--- src/sv/fraction_add_multiply_reduce_defines.svh ---
// assertion macros for the fraction add multiply reduce block
`ifndef FRACTION_ADD_MULTIPLY_REDUCE_DEFINES_SVH
`define FRACTION_ADD_MULTIPLY_REDUCE_DEFINES_SVH

// same-cycle implication, checked at every rising clock edge outside reset
`define FRAM_ASSERT_NOW(label, clk, rst, ante, cons) \
   label: assert property (@(posedge clk) disable iff (rst) (ante) |-> (cons)) \
      else $error("assertion failed");

// next-cycle implication, checked at every rising clock edge outside reset
`define FRAM_ASSERT_NEXT(label, clk, rst, ante, cons) \
   label: assert property (@(posedge clk) disable iff (rst) (ante) |=> (cons)) \
      else $error("assertion failed");

`endif

--- src/sv/fram_pkg.sv ---
// shared types and constants for the fraction add multiply reduce block
package fram_pkg;

   localparam int PART_WIDTH = 16;
   localparam int DEN_IN_W   = PART_WIDTH - 1;
   localparam int NUM_W      = 2 * PART_WIDTH;
   localparam int MAG_W      = 2 * PART_WIDTH - 1;
   localparam int DEN_W      = 2 * PART_WIDTH - 2;
   localparam int CNT_W      = $clog2(MAG_W);

   localparam logic [1:0] OP_REDUCE = 2'd0;
   localparam logic [1:0] OP_MUL    = 2'd1;
   localparam logic [1:0] OP_ADD    = 2'd2;

   typedef struct packed {
      logic [1:0]                   opcode;
      logic signed [PART_WIDTH-1:0] num_a;
      logic [DEN_IN_W-1:0]          den_a;
      logic signed [PART_WIDTH-1:0] num_b;
      logic [DEN_IN_W-1:0]          den_b;
   } req_type;

   typedef struct packed {
      logic signed [NUM_W-1:0] res_num;
      logic [DEN_W-1:0]        res_den;
   } rsp_type;

   typedef struct packed {
      logic signed [NUM_W-1:0] p0;
      logic signed [NUM_W-1:0] p1;
      logic [DEN_W-1:0]        pd;
   } mul_out_type;

   typedef struct packed {
      logic [MAG_W:0] diff;
      logic           borrow;
   } alu_out_type;

endpackage

--- src/sv/fram_alu.sv ---
// shared subtractor used by the gcd loop and the restoring divider
module fram_alu
   import fram_pkg::*;
(
   input  logic [MAG_W:0] alu_x,
   input  logic [MAG_W:0] alu_y,
   output alu_out_type    alu_out
);

   logic [MAG_W+1:0] full_diff;

   assign full_diff      = {1'b0, alu_x} - {1'b0, alu_y};
   assign alu_out.diff   = full_diff[MAG_W:0];
   assign alu_out.borrow = full_diff[MAG_W+1];

endmodule

--- src/sv/fram_mul.sv ---
// registered cross products of the two input fractions
module fram_mul
   import fram_pkg::*;
(
   input  logic        clock,
   input  logic        mul_en,
   input  req_type     mul_req,
   output mul_out_type mul_out
);

   logic signed [PART_WIDTH-1:0]   na;
   logic signed [PART_WIDTH-1:0]   nb;
   logic signed [PART_WIDTH:0]     mul_b;
   logic signed [PART_WIDTH-1:0]   da_s;
   logic signed [2*PART_WIDTH:0]   p0_full;
   logic signed [2*PART_WIDTH-1:0] p1_full;
   logic [DEN_W-1:0]               pd_full;
   mul_out_type                    mul_ff;
   mul_out_type                    mul_in;

   assign na    = mul_req.num_a;
   assign nb    = mul_req.num_b;
   assign da_s  = signed'({1'b0, mul_req.den_a});
   assign mul_b = (mul_req.opcode == OP_MUL) ? signed'({nb[PART_WIDTH-1], nb})
                                            : signed'({2'b00, mul_req.den_b});

   assign p0_full = na * mul_b;
   assign p1_full = nb * da_s;
   assign pd_full = mul_req.den_a * mul_req.den_b;

   always_comb begin
      mul_in    = mul_ff;
      if (mul_en) begin
         mul_in.p0 = p0_full[NUM_W-1:0];
         mul_in.p1 = p1_full[NUM_W-1:0];
         mul_in.pd = pd_full;
      end
   end

   always_ff @(posedge clock) begin
      mul_ff <= mul_in;
   end

   assign mul_out = mul_ff;

endmodule

--- src/sv/fraction_add_multiply_reduce.sv ---
// top level: fraction reduce, multiply or add, then reduction to lowest terms
// steps: multiply, sum, then the binary gcd loop and the divisions of numerator and denominator;
// a zero denominator returns from the sum state with a zero result instead
// a new item is taken only when idle again, busy drops with the result strobe
// the gcd loop and both divisions share one 32-bit subtractor
// synchronous active-high reset returns to idle with no strobe pending
module fraction_add_multiply_reduce
   import fram_pkg::*;
(
   input  logic    clock,
   input  logic    reset,
   input  logic    start,
   output logic    busy,
   input  req_type req_data,
   output logic    rsp_valid,
   output rsp_type rsp_data
);

`include "fraction_add_multiply_reduce_defines.svh"

   localparam logic [2:0] ST_IDLE = 3'd0;
   localparam logic [2:0] ST_MUL  = 3'd1;
   localparam logic [2:0] ST_SUM  = 3'd2;
   localparam logic [2:0] ST_GCD  = 3'd3;
   localparam logic [2:0] ST_DIVN = 3'd4;
   localparam logic [2:0] ST_DIVD = 3'd5;

   logic [2:0]       state_ff, state_in;
   req_type          req_ff, req_in;
   logic [MAG_W-1:0] a_ff, a_in;
   logic [MAG_W-1:0] b_ff, b_in;
   logic [MAG_W-1:0] m_ff, m_in;
   logic [MAG_W-1:0] d_ff, d_in;
   logic [MAG_W-1:0] g_ff, g_in;
   logic [MAG_W-1:0] rem_ff, rem_in;
   logic [MAG_W-1:0] q_ff, q_in;
   logic [CNT_W-1:0] cnt_ff, cnt_in;
   logic             neg_ff, neg_in;
   logic             rsp_valid_ff, rsp_valid_in;
   rsp_type          rsp_ff, rsp_in;

   mul_out_type      mul_out;
   alu_out_type      alu_out;
   logic [MAG_W:0]   alu_x;
   logic [MAG_W:0]   alu_y;
   logic [MAG_W:0]   neg_diff;

   logic signed [NUM_W-1:0] raw_num;
   logic [DEN_W-1:0]        raw_den;
   logic [NUM_W-1:0]        abs_num;
   logic [MAG_W-1:0]        q_shift;
   logic [MAG_W-1:0]        rem_next;
   logic [NUM_W-1:0]        num_mag;

   fram_mul u_mul (
      .clock   (clock),
      .mul_en  (state_ff == ST_MUL),
      .mul_req (req_ff),
      .mul_out (mul_out)
   );

   fram_alu u_alu (
      .alu_x   (alu_x),
      .alu_y   (alu_y),
      .alu_out (alu_out)
   );

   assign alu_x = (state_ff == ST_GCD) ? {1'b0, a_ff} : {rem_ff, q_ff[MAG_W-1]};
   assign alu_y = (state_ff == ST_GCD) ? {1'b0, b_ff} : {1'b0, g_ff};

   assign neg_diff = ~alu_out.diff + 1'b1;
   assign q_shift  = {q_ff[MAG_W-2:0], ~alu_out.borrow};
   assign rem_next = alu_out.borrow ? {rem_ff[MAG_W-2:0], q_ff[MAG_W-1]}
                                    : alu_out.diff[MAG_W-1:0];
   assign num_mag  = {1'b0, m_ff};

   always_comb begin
      unique case (req_ff.opcode)
         OP_MUL: begin
            raw_num = mul_out.p0;
            raw_den = mul_out.pd;
         end
         OP_ADD: begin
            raw_num = mul_out.p0 + mul_out.p1;
            raw_den = mul_out.pd;
         end
         default: begin
            raw_num = {{(NUM_W-PART_WIDTH){req_ff.num_a[PART_WIDTH-1]}}, req_ff.num_a};
            raw_den = {{(DEN_W-DEN_IN_W){1'b0}}, req_ff.den_a};
         end
      endcase
   end

   assign abs_num = raw_num[NUM_W-1] ? (~raw_num + 1'b1) : raw_num;

   always_comb begin
      state_in     = state_ff;
      req_in       = req_ff;
      a_in         = a_ff;
      b_in         = b_ff;
      m_in         = m_ff;
      d_in         = d_ff;
      g_in         = g_ff;
      rem_in       = rem_ff;
      q_in         = q_ff;
      cnt_in       = cnt_ff;
      neg_in       = neg_ff;
      rsp_valid_in = 1'b0;
      rsp_in       = rsp_ff;

      unique case (state_ff)
         ST_IDLE: begin
            if (start) begin
               req_in   = req_data;
               state_in = ST_MUL;
            end
         end
         ST_MUL: begin
            state_in = ST_SUM;
         end
         ST_SUM: begin
            if (raw_den == '0) begin
               rsp_in.res_num = '0;
               rsp_in.res_den = '0;
               rsp_valid_in   = 1'b1;
               state_in       = ST_IDLE;
            end else begin
               neg_in   = raw_num[NUM_W-1];
               a_in     = abs_num[MAG_W-1:0];
               m_in     = abs_num[MAG_W-1:0];
               b_in     = {1'b0, raw_den};
               d_in     = {1'b0, raw_den};
               state_in = ST_GCD;
            end
         end
         ST_GCD: begin
            if (a_ff == '0 || b_ff == '0) begin
               g_in     = a_ff | b_ff;
               rem_in   = '0;
               q_in     = m_ff;
               cnt_in   = CNT_W'(MAG_W - 1);
               state_in = ST_DIVN;
            end else if (!a_ff[0] && !b_ff[0]) begin
               a_in = {1'b0, a_ff[MAG_W-1:1]};
               b_in = {1'b0, b_ff[MAG_W-1:1]};
               m_in = {1'b0, m_ff[MAG_W-1:1]};
               d_in = {1'b0, d_ff[MAG_W-1:1]};
            end else if (!a_ff[0]) begin
               a_in = {1'b0, a_ff[MAG_W-1:1]};
            end else if (!b_ff[0]) begin
               b_in = {1'b0, b_ff[MAG_W-1:1]};
            end else if (!alu_out.borrow) begin
               a_in = alu_out.diff[MAG_W:1];
            end else begin
               b_in = neg_diff[MAG_W:1];
            end
         end
         ST_DIVN: begin
            rem_in = rem_next;
            q_in   = q_shift;
            cnt_in = cnt_ff - 1'b1;
            if (cnt_ff == '0) begin
               m_in     = q_shift;
               rem_in   = '0;
               q_in     = d_ff;
               cnt_in   = CNT_W'(MAG_W - 1);
               state_in = ST_DIVD;
            end
         end
         ST_DIVD: begin
            rem_in = rem_next;
            q_in   = q_shift;
            cnt_in = cnt_ff - 1'b1;
            if (cnt_ff == '0) begin
               rsp_in.res_num = neg_ff ? signed'(~num_mag + 1'b1) : signed'(num_mag);
               rsp_in.res_den = q_shift[DEN_W-1:0];
               rsp_valid_in   = 1'b1;
               state_in       = ST_IDLE;
            end
         end
         default: begin
            state_in = ST_IDLE;
         end
      endcase
   end

   always_ff @(posedge clock) begin
      if (reset) begin
         state_ff     <= ST_IDLE;
         rsp_valid_ff <= 1'b0;
      end else begin
         state_ff     <= state_in;
         rsp_valid_ff <= rsp_valid_in;
      end
      req_ff <= req_in;
      a_ff   <= a_in;
      b_ff   <= b_in;
      m_ff   <= m_in;
      d_ff   <= d_in;
      g_ff   <= g_in;
      rem_ff <= rem_in;
      q_ff   <= q_in;
      cnt_ff <= cnt_in;
      neg_ff <= neg_in;
      rsp_ff <= rsp_in;
   end

   assign busy      = (state_ff != ST_IDLE);
   assign rsp_valid = rsp_valid_ff;
   assign rsp_data  = rsp_ff;

   `FRAM_ASSERT_NOW(a_strobe_idle, clock, reset, rsp_valid, !busy)
   `FRAM_ASSERT_NEXT(a_accept_busy, clock, reset, start && !busy, busy)
   `FRAM_ASSERT_NOW(a_error_marker, clock, reset, rsp_valid && rsp_data.res_den == '0, rsp_data.res_num == '0)
   `FRAM_ASSERT_NOW(a_gcd_nonzero, clock, reset, state_ff == ST_DIVN || state_ff == ST_DIVD, g_ff != '0)

endmodule

--- config.mk ---
export PLATFORM = sky130hd
export DESIGN_NAME = fraction_add_multiply_reduce
export DESIGN_NICKNAME = d
export VERILOG_FILES = /design/src/sv/fram_pkg.sv /design/src/sv/fram_alu.sv /design/src/sv/fram_mul.sv /design/src/sv/fraction_add_multiply_reduce.sv
export VERILOG_INCLUDE_DIRS = /design/src /design/src/sv
export SDC_FILE = /design/constraint.sdc
export NUM_CORES = 2
export LEC_CHECK = 0
export ABC_CLOCK_PERIOD_IN_PS = 9550
export BUFFER_PORTS_ARGS = -buffer_cell sky130_fd_sc_hd__buf_4
export CORE_ASPECT_RATIO = 0.75
export CORE_UTILIZATION = 60
export DETAILED_ROUTE_END_ITERATION = 8
export HOLD_SLACK_MARGIN = 0.05
export PLACE_DENSITY = 0.89
export SYNTH_ARGS = -nofsm -noshare
export SYNTH_HDL_FRONTEND = slang
export SYNTH_SLANG_ARGS = --single-unit
--- constraint.sdc ---
create_clock -name clock -period 9.55 [get_ports clock]
set_input_delay 0.955 -clock clock [delete_from_list [all_inputs] [get_ports clock]]
set_output_delay 0.955 -clock clock [all_outputs]
set_load 0.01 [all_outputs]
Yosys cells after proc, flatten, opt, wreduce, memory -nomap -nowiden
Cells that the tools add are included.
{"block": "op_classes", "n_reduce_logical": 27, "magnitude_cmp": 0, "n_mux": 50, "n_eq_ne": 19, "n_mul": 3, "bitwise": 6, "n_addsub": 6, "div_mod_pow": 0, "shift": 0}
{"op": "$mux 31", "n": 24}
{"op": "$pmux 31 s3", "n": 3}
{"op": "$pmux 31 s2", "n": 3}
{"op": "$mux 62", "n": 2}
{"op": "$pmux 62 s2", "n": 1}
{"op": "$add 32x1->32 const B", "n": 2}
{"op": "$mux 32", "n": 2}
{"op": "$pmux 32 s2", "n": 1}
{"op": "$logic_not 31->1", "n": 2}
{"op": "$sub 32x31->33", "n": 1}
{"op": "$add 32x32->32", "n": 1}
{"op": "$mul 16x16->32", "n": 1}
{"op": "$mul 16x17->32", "n": 1}
{"op": "$not 31->32", "n": 1}
{"op": "$not 32->32", "n": 1}
{"op": "$add 31x1->31 const B", "n": 1}
{"op": "$not 31->31", "n": 1}
{"op": "$or 31x31->31", "n": 1}
{"op": "$logic_not 30->1", "n": 1}
{"op": "$mul 15x15->30", "n": 1}
{"op": "$mux 30", "n": 1}
{"op": "$pmux 3 s6", "n": 1}
{"op": "$mux 17", "n": 1}
{"op": "$pmux 5 s3", "n": 1}
{"op": "30 further kinds", "n": 56}
{"block": "totals", "romBits": 0, "inputBits": 67, "memories": 0, "ram_bits": 0, "latch_bits": 0, "register_bits": 447}

Longest topological paths before layout
{"block": "depth", "ltp_word": 11, "ltp_mapped": 33, "mapped_depth_nobuf": 28}

By module
A second synthesis with hierarchy kept.
{"block": "unflattened", "hier_cells": 5232, "area_unflattened_um2": 50927.6}
{"mod": "fram_mul", "area_per_inst_um2": 29474.5, "cells_per_inst": 3082, "n_inst": 1, "seq_area_each_um2": 2822.7}
{"mod": "fraction_add_multiply_reduce", "area_per_inst_um2": 19651.3, "cells_per_inst": 1887, "n_inst": 1, "seq_area_each_um2": 10530.1}
{"mod": "fram_alu", "area_per_inst_um2": 1801.7, "cells_per_inst": 263, "n_inst": 1, "seq_area_each_um2": 0.0}

Worst setup path after synthesis
OpenSTA, ideal clock, no wires.
{"block": "synth_timing", "kind": "register to register", "from": "reg req_ff[63] (netlist bit)", "to": "reg u_mul.mul_ff (netlist bit u_mul.mul_out[93]) (data pin)", "stages_incl_launch_ff": 30, "setup_time_ps": 260, "slack_ps": 1479, "period_less_slack_ps": 8071, "path_buffers": 5, "arrival_time_ps": 7812, "path_cell_list": "edfxtp_1 > inv_1 > ha_1 > clkbuf_1 > clkbuf_1 > clkbuf_1 > buf_1 > mux2_2 > clkbuf_1 > nand2_1 > fa_1 > fa_1 > fa_1 > fa_1 > inv_1 > fa_1 > fa_1 > ha_1 > a21o_1 > a21oi_1 > nor2_1 > a211o_1 > a221o_1 > o211ai_1 > o21ai_0 > o2111a_1 > nand3b_1 > a31oi_1 > o21bai_1 > xnor2_1"}
{"block": "synth_between", "elab_chain_len": 3}
{"element": "start, declared", "line_no": "fraction_add_multiply_reduce.sv:29", "text": "req_type req_ff, req_in;"}
{"element": "start signal, assigned", "line_no": "fraction_add_multiply_reduce.sv:195", "text": "req_ff <= req_in;"}
{"element": "$eq 2x1->1", "line_no": "fram_mul.sv:24", "text": "assign mul_b = (mul_req.opcode == OP_MUL) ? signed'({nb[PART_WIDTH-1], nb})"}
{"element": "$mux 17", "line_no": "fram_mul.sv:24"}
{"element": "$mul 16x17->32", "line_no": "fram_mul.sv:27", "text": "assign p0_full = na * mul_b;"}
{"element": "net u_mul.p0_full[31]", "line_no": "fram_mul.sv:15", "text": "logic signed [2*PART_WIDTH:0] p0_full;"}
{"element": "end signal, assigned", "line_no": "fram_mul.sv:41", "text": "mul_ff <= mul_in;"}
{"element": "end, declared", "line_no": "fram_mul.sv:18", "text": "mul_out_type mul_ff;"}
The timed path passes the listed nets, and every way through them passes these cells.
A chain may end at the register's enable or synchronous reset.

Worst setup path after layout
{"block": "layout_timing", "from": "reg req_ff[63] (netlist bit)", "to": "reg u_mul.mul_ff (netlist bit u_mul.mul_out[92]) (data pin)"}
The elaborated chain is that of the path after synthesis.

==> flow_summary.yaml <==
logic_synthesis:
  synth_edf_count: 442
  synth-seq-cells: 446
  ys_async_sr_fraction: 0
  synth_top_area_share: 0.269
  yosysTopAreaCell: "fa_1"
  synth_cell_types: 85
  synth_seq_area_share: 0.265
  ys.flop_type: "edfxtp_1"
  syn-num-nets: 6192
  synth_warnings: 0
  synth.area.top_cells: "fa_1 (27%), edfxtp_1 (26%), ha_1 (8.1%), inv_1 (6.0%), nand2_1 (5.2%)"
  syn_area_per_cell_sq_um: 9.83
  synth_area_sq_mm: 0.0504
  synthCells: 5122
sta:
  clock_skew_ps: 25.2
  maxSlewViolCount: 0
  worst_slack_ps: 852
  setup_viol_count_final: 0
  layout_min_cycle_time_ps: 8700
  fmax_mhz: 115
  tightest_slew_ps: 1250
  setup_tns_ps: 0
  relSlewSlack: 0.169
  hold_viol: 0
  rsz0062_at_grt: "no"
  period_share: 0.911
clock_network:
  cts_root_buf: "clkbuf_16"
  htree_levels: 2
  cts_hold_buf: 0
  cts-resized-gates: 0
  clkLatencyLatePin_ps: 640
  clock_sinks: 446
  clk_pin_slew_ps: 80
  clockBufferDepth: 3
  postCtsSetupRepairBufs: 0
  numCtsBuffers: 48
  tritoncts: "yes"
die:
  core_area_sq_mm: 0.0827
  ios: 131
  die_h_microns: 253
  die_area_sq_mm: 0.0851
  rows: 91
  die_w_microns: 337
  initial_core_util: 0.609
detailed_routing:
  wl_met3_microns: 18000
  met2_length_microns: 64000
  routed.top_layer: "met4"
  drcViolationCount: 0
  ant_nets: 0
  drt_pass1_iterations: 7
  drt-met1-wl_microns: 55500
  vias: 39000
  via_per_inst: 6.19
  drt_iter0_markers: 4713
  drt_wl_total_microns: 145000
  routedWlPerCell_microns: 22.9
grt:
  grtUsageTotal: 0.347
  grt_max_degree: 65
  first_global_vias: 40200
  grt_pass1_wl_microns: 227000
  grt_overflow: 0
  antenna_found_initial: 6
critical_path:
  r2r_start: "req_ff[63]$_DFFE_PP_"
  crit_path_start: "req_ff[63]$_DFFE_PP_"
  crit_path_end_kind: "flop"
  arrival_ps: 9050
  worstSetupPathType: "reg2reg"
  critPathMaxFanout: 38
  cp-start-kind: "flop"
  crit_required_ps: 9900
place:
  place_congestion: 1.02
  place_ws_ps: 1050
  port_buffers: 130
  place_hpwl_microns: 111000
  placed_cell_area_sq_mm: 0.0525
final_layout:
  num-nets-final: 6211
  drive_gt1_frac: 0.0720
  ff_latch_area_sq_mm: 0.0134
  multiInputGateArea_sq_mm: 0.0332
  utilization: 0.655
  area_growth_pct: 7.58
  stdcell_area_sq_mm: 0.0542
  num-fill-cells: 6159
flow_run:
  drv_cap: 0
hold_path:
  worstHoldStart: "req_data[47]"
  hold_path.class: "in2reg"
run_status:
  outcome: "complete, no violations"
==> metrics by stage <==
stage / hold WS [ps] / std cells
2_1_floorplan: 521 / 5122
3_5_place_dp: 580 / 6207
5_1_grt: 479 / 6295
6_report: 485 / 6303
4_1_cts: 461 / 6295
3_3_place_gp: 541 / 6207
==> cell usage after synthesis (37+ instances only) <==
cell type and n:
fa_1 677, a21oi_1 190, ha_1 326, nor3_1 37, a21o_1 47, o21ai_0 181
inv_1 801, or2_2 39, xnor2_1 148, nand2_1 692, xor2_1 79, nor2_1 204
and2_1 329, nor2b_1 39, clkbuf_1 214, a22oi_1 60, and3_1 39, edfxtp_1 442
mux2i_1 87
==> final timing paths <==
path / endpoint / slack, ps / cells past startpoint
setup reg to reg: u_mul.mul_out[92]$_DFFE_PP_ / 850 / 26
hold reg to reg: d_ff[7]$_DFFE_PP_ / 590 / 1
setup / recovery: u_mul.mul_out[92]$_DFFE_PP_ / 850 / 26
hold / removal: req_ff[47]$_DFFE_PP_ / 490 / 1
==> flip-flops by register name, summed over array words and instances, names as in the netlist <==
name and cells:
neg_ff 1, rsp_data 62, rsp_valid 1, u_mul.mul_out 94, cnt_ff 5, req_ff 64
q_ff 31, g_ff 31, m_ff 31, b_ff 31, d_ff 30, rem_ff 31
state_ff 3, a_ff 31
==> cell usage in the layout, fill, tap and decap left out, types with 18 or more instances in the layout <==
cell type,Yosys,layout
inv_1,801,801
nand2_1,692,691
fa_1,677,677
edfxtp_1,442,442
and2_1,329,328
ha_1,326,324
nor2_1,204,199
buf_4,0,199
a21oi_1,190,189
o21ai_0,181,181
xnor2_1,148,148
mux2i_1,87,87
xor2_1,79,79
a22oi_1,60,60
clkbuf_16,0,48
a21o_1,47,47
and3_1,39,39
or2_2,39,39
nor2b_1,39,38
o21a_1,35,35
nor3_1,37,35
nand3_1,31,31
nor4_1,28,28
a211oi_1,26,26
nand2b_1,26,25
nand4_1,25,25
or3_1,23,23
a221oi_1,22,22
a31oi_1,20,19
o31ai_1,19,19
o21bai_1,19,18
==> worst max-delay path, cell delays in order, from the launching register on <==
cell and delay, ps:
edfxtp_1 400, inv_1 80, ha_2 750, mux2_2 570
and2_1 240, fa_1 510, fa_1 550, ha_1 130
inv_1 40, fa_1 480, inv_1 60, fa_1 530
inv_1 50, fa_1 470, inv_1 40, ha_1 220
or3_1 430, a311oi_1 510, o21ai_0 290, a32oi_1 310
a21oi_1 170, nand2_1 110, o21ai_0 150, o31ai_1 440
o31ai_1 200, o41ai_1 480, xnor2_1 160
==> cells by family after synthesis <==
logic type | Yosys count | share of synthesized area
mux | 101 | 0.0204
fa+ha+maj | 1003 | 0.350
flops | 446 | 0.265
xor+xnor | 227 | 0.0395
simple gates | 1560 | 0.150
buf+inv | 1033 | 0.0771
compound gates | 752 | 0.0975
==> per-layer routing <==
| layer | GRT usage | up-vias |
|---|---|---|
| met4 | 0.146 | 0 |
| met2 | 0.536 | 2566 |
| met5 | 0 | - |
| met1 | 0.469 | 19200 |
| li1 | - | 16800 |
| met3 | 0.0839 | 450 |
==> cell type report <==
cell class / count / share of cell area
Inverter: 803 / 0.0556
Multi-Input combinational cell: 3643 / 0.614
Tap cell: 1116 / 0.0258
Sequential cell: 446 / 0.246
Antenna cell: 8 / 0.000370
Clock buffer: 57 / 0.0232
Timing Repair Buffer: 199 / 0.0276
Clock inverter: 31 / 0.00741
Power is left out: the tool's default activity adds up to more than one toggle a clock period on the data nets, which glitch-free logic cannot reach.
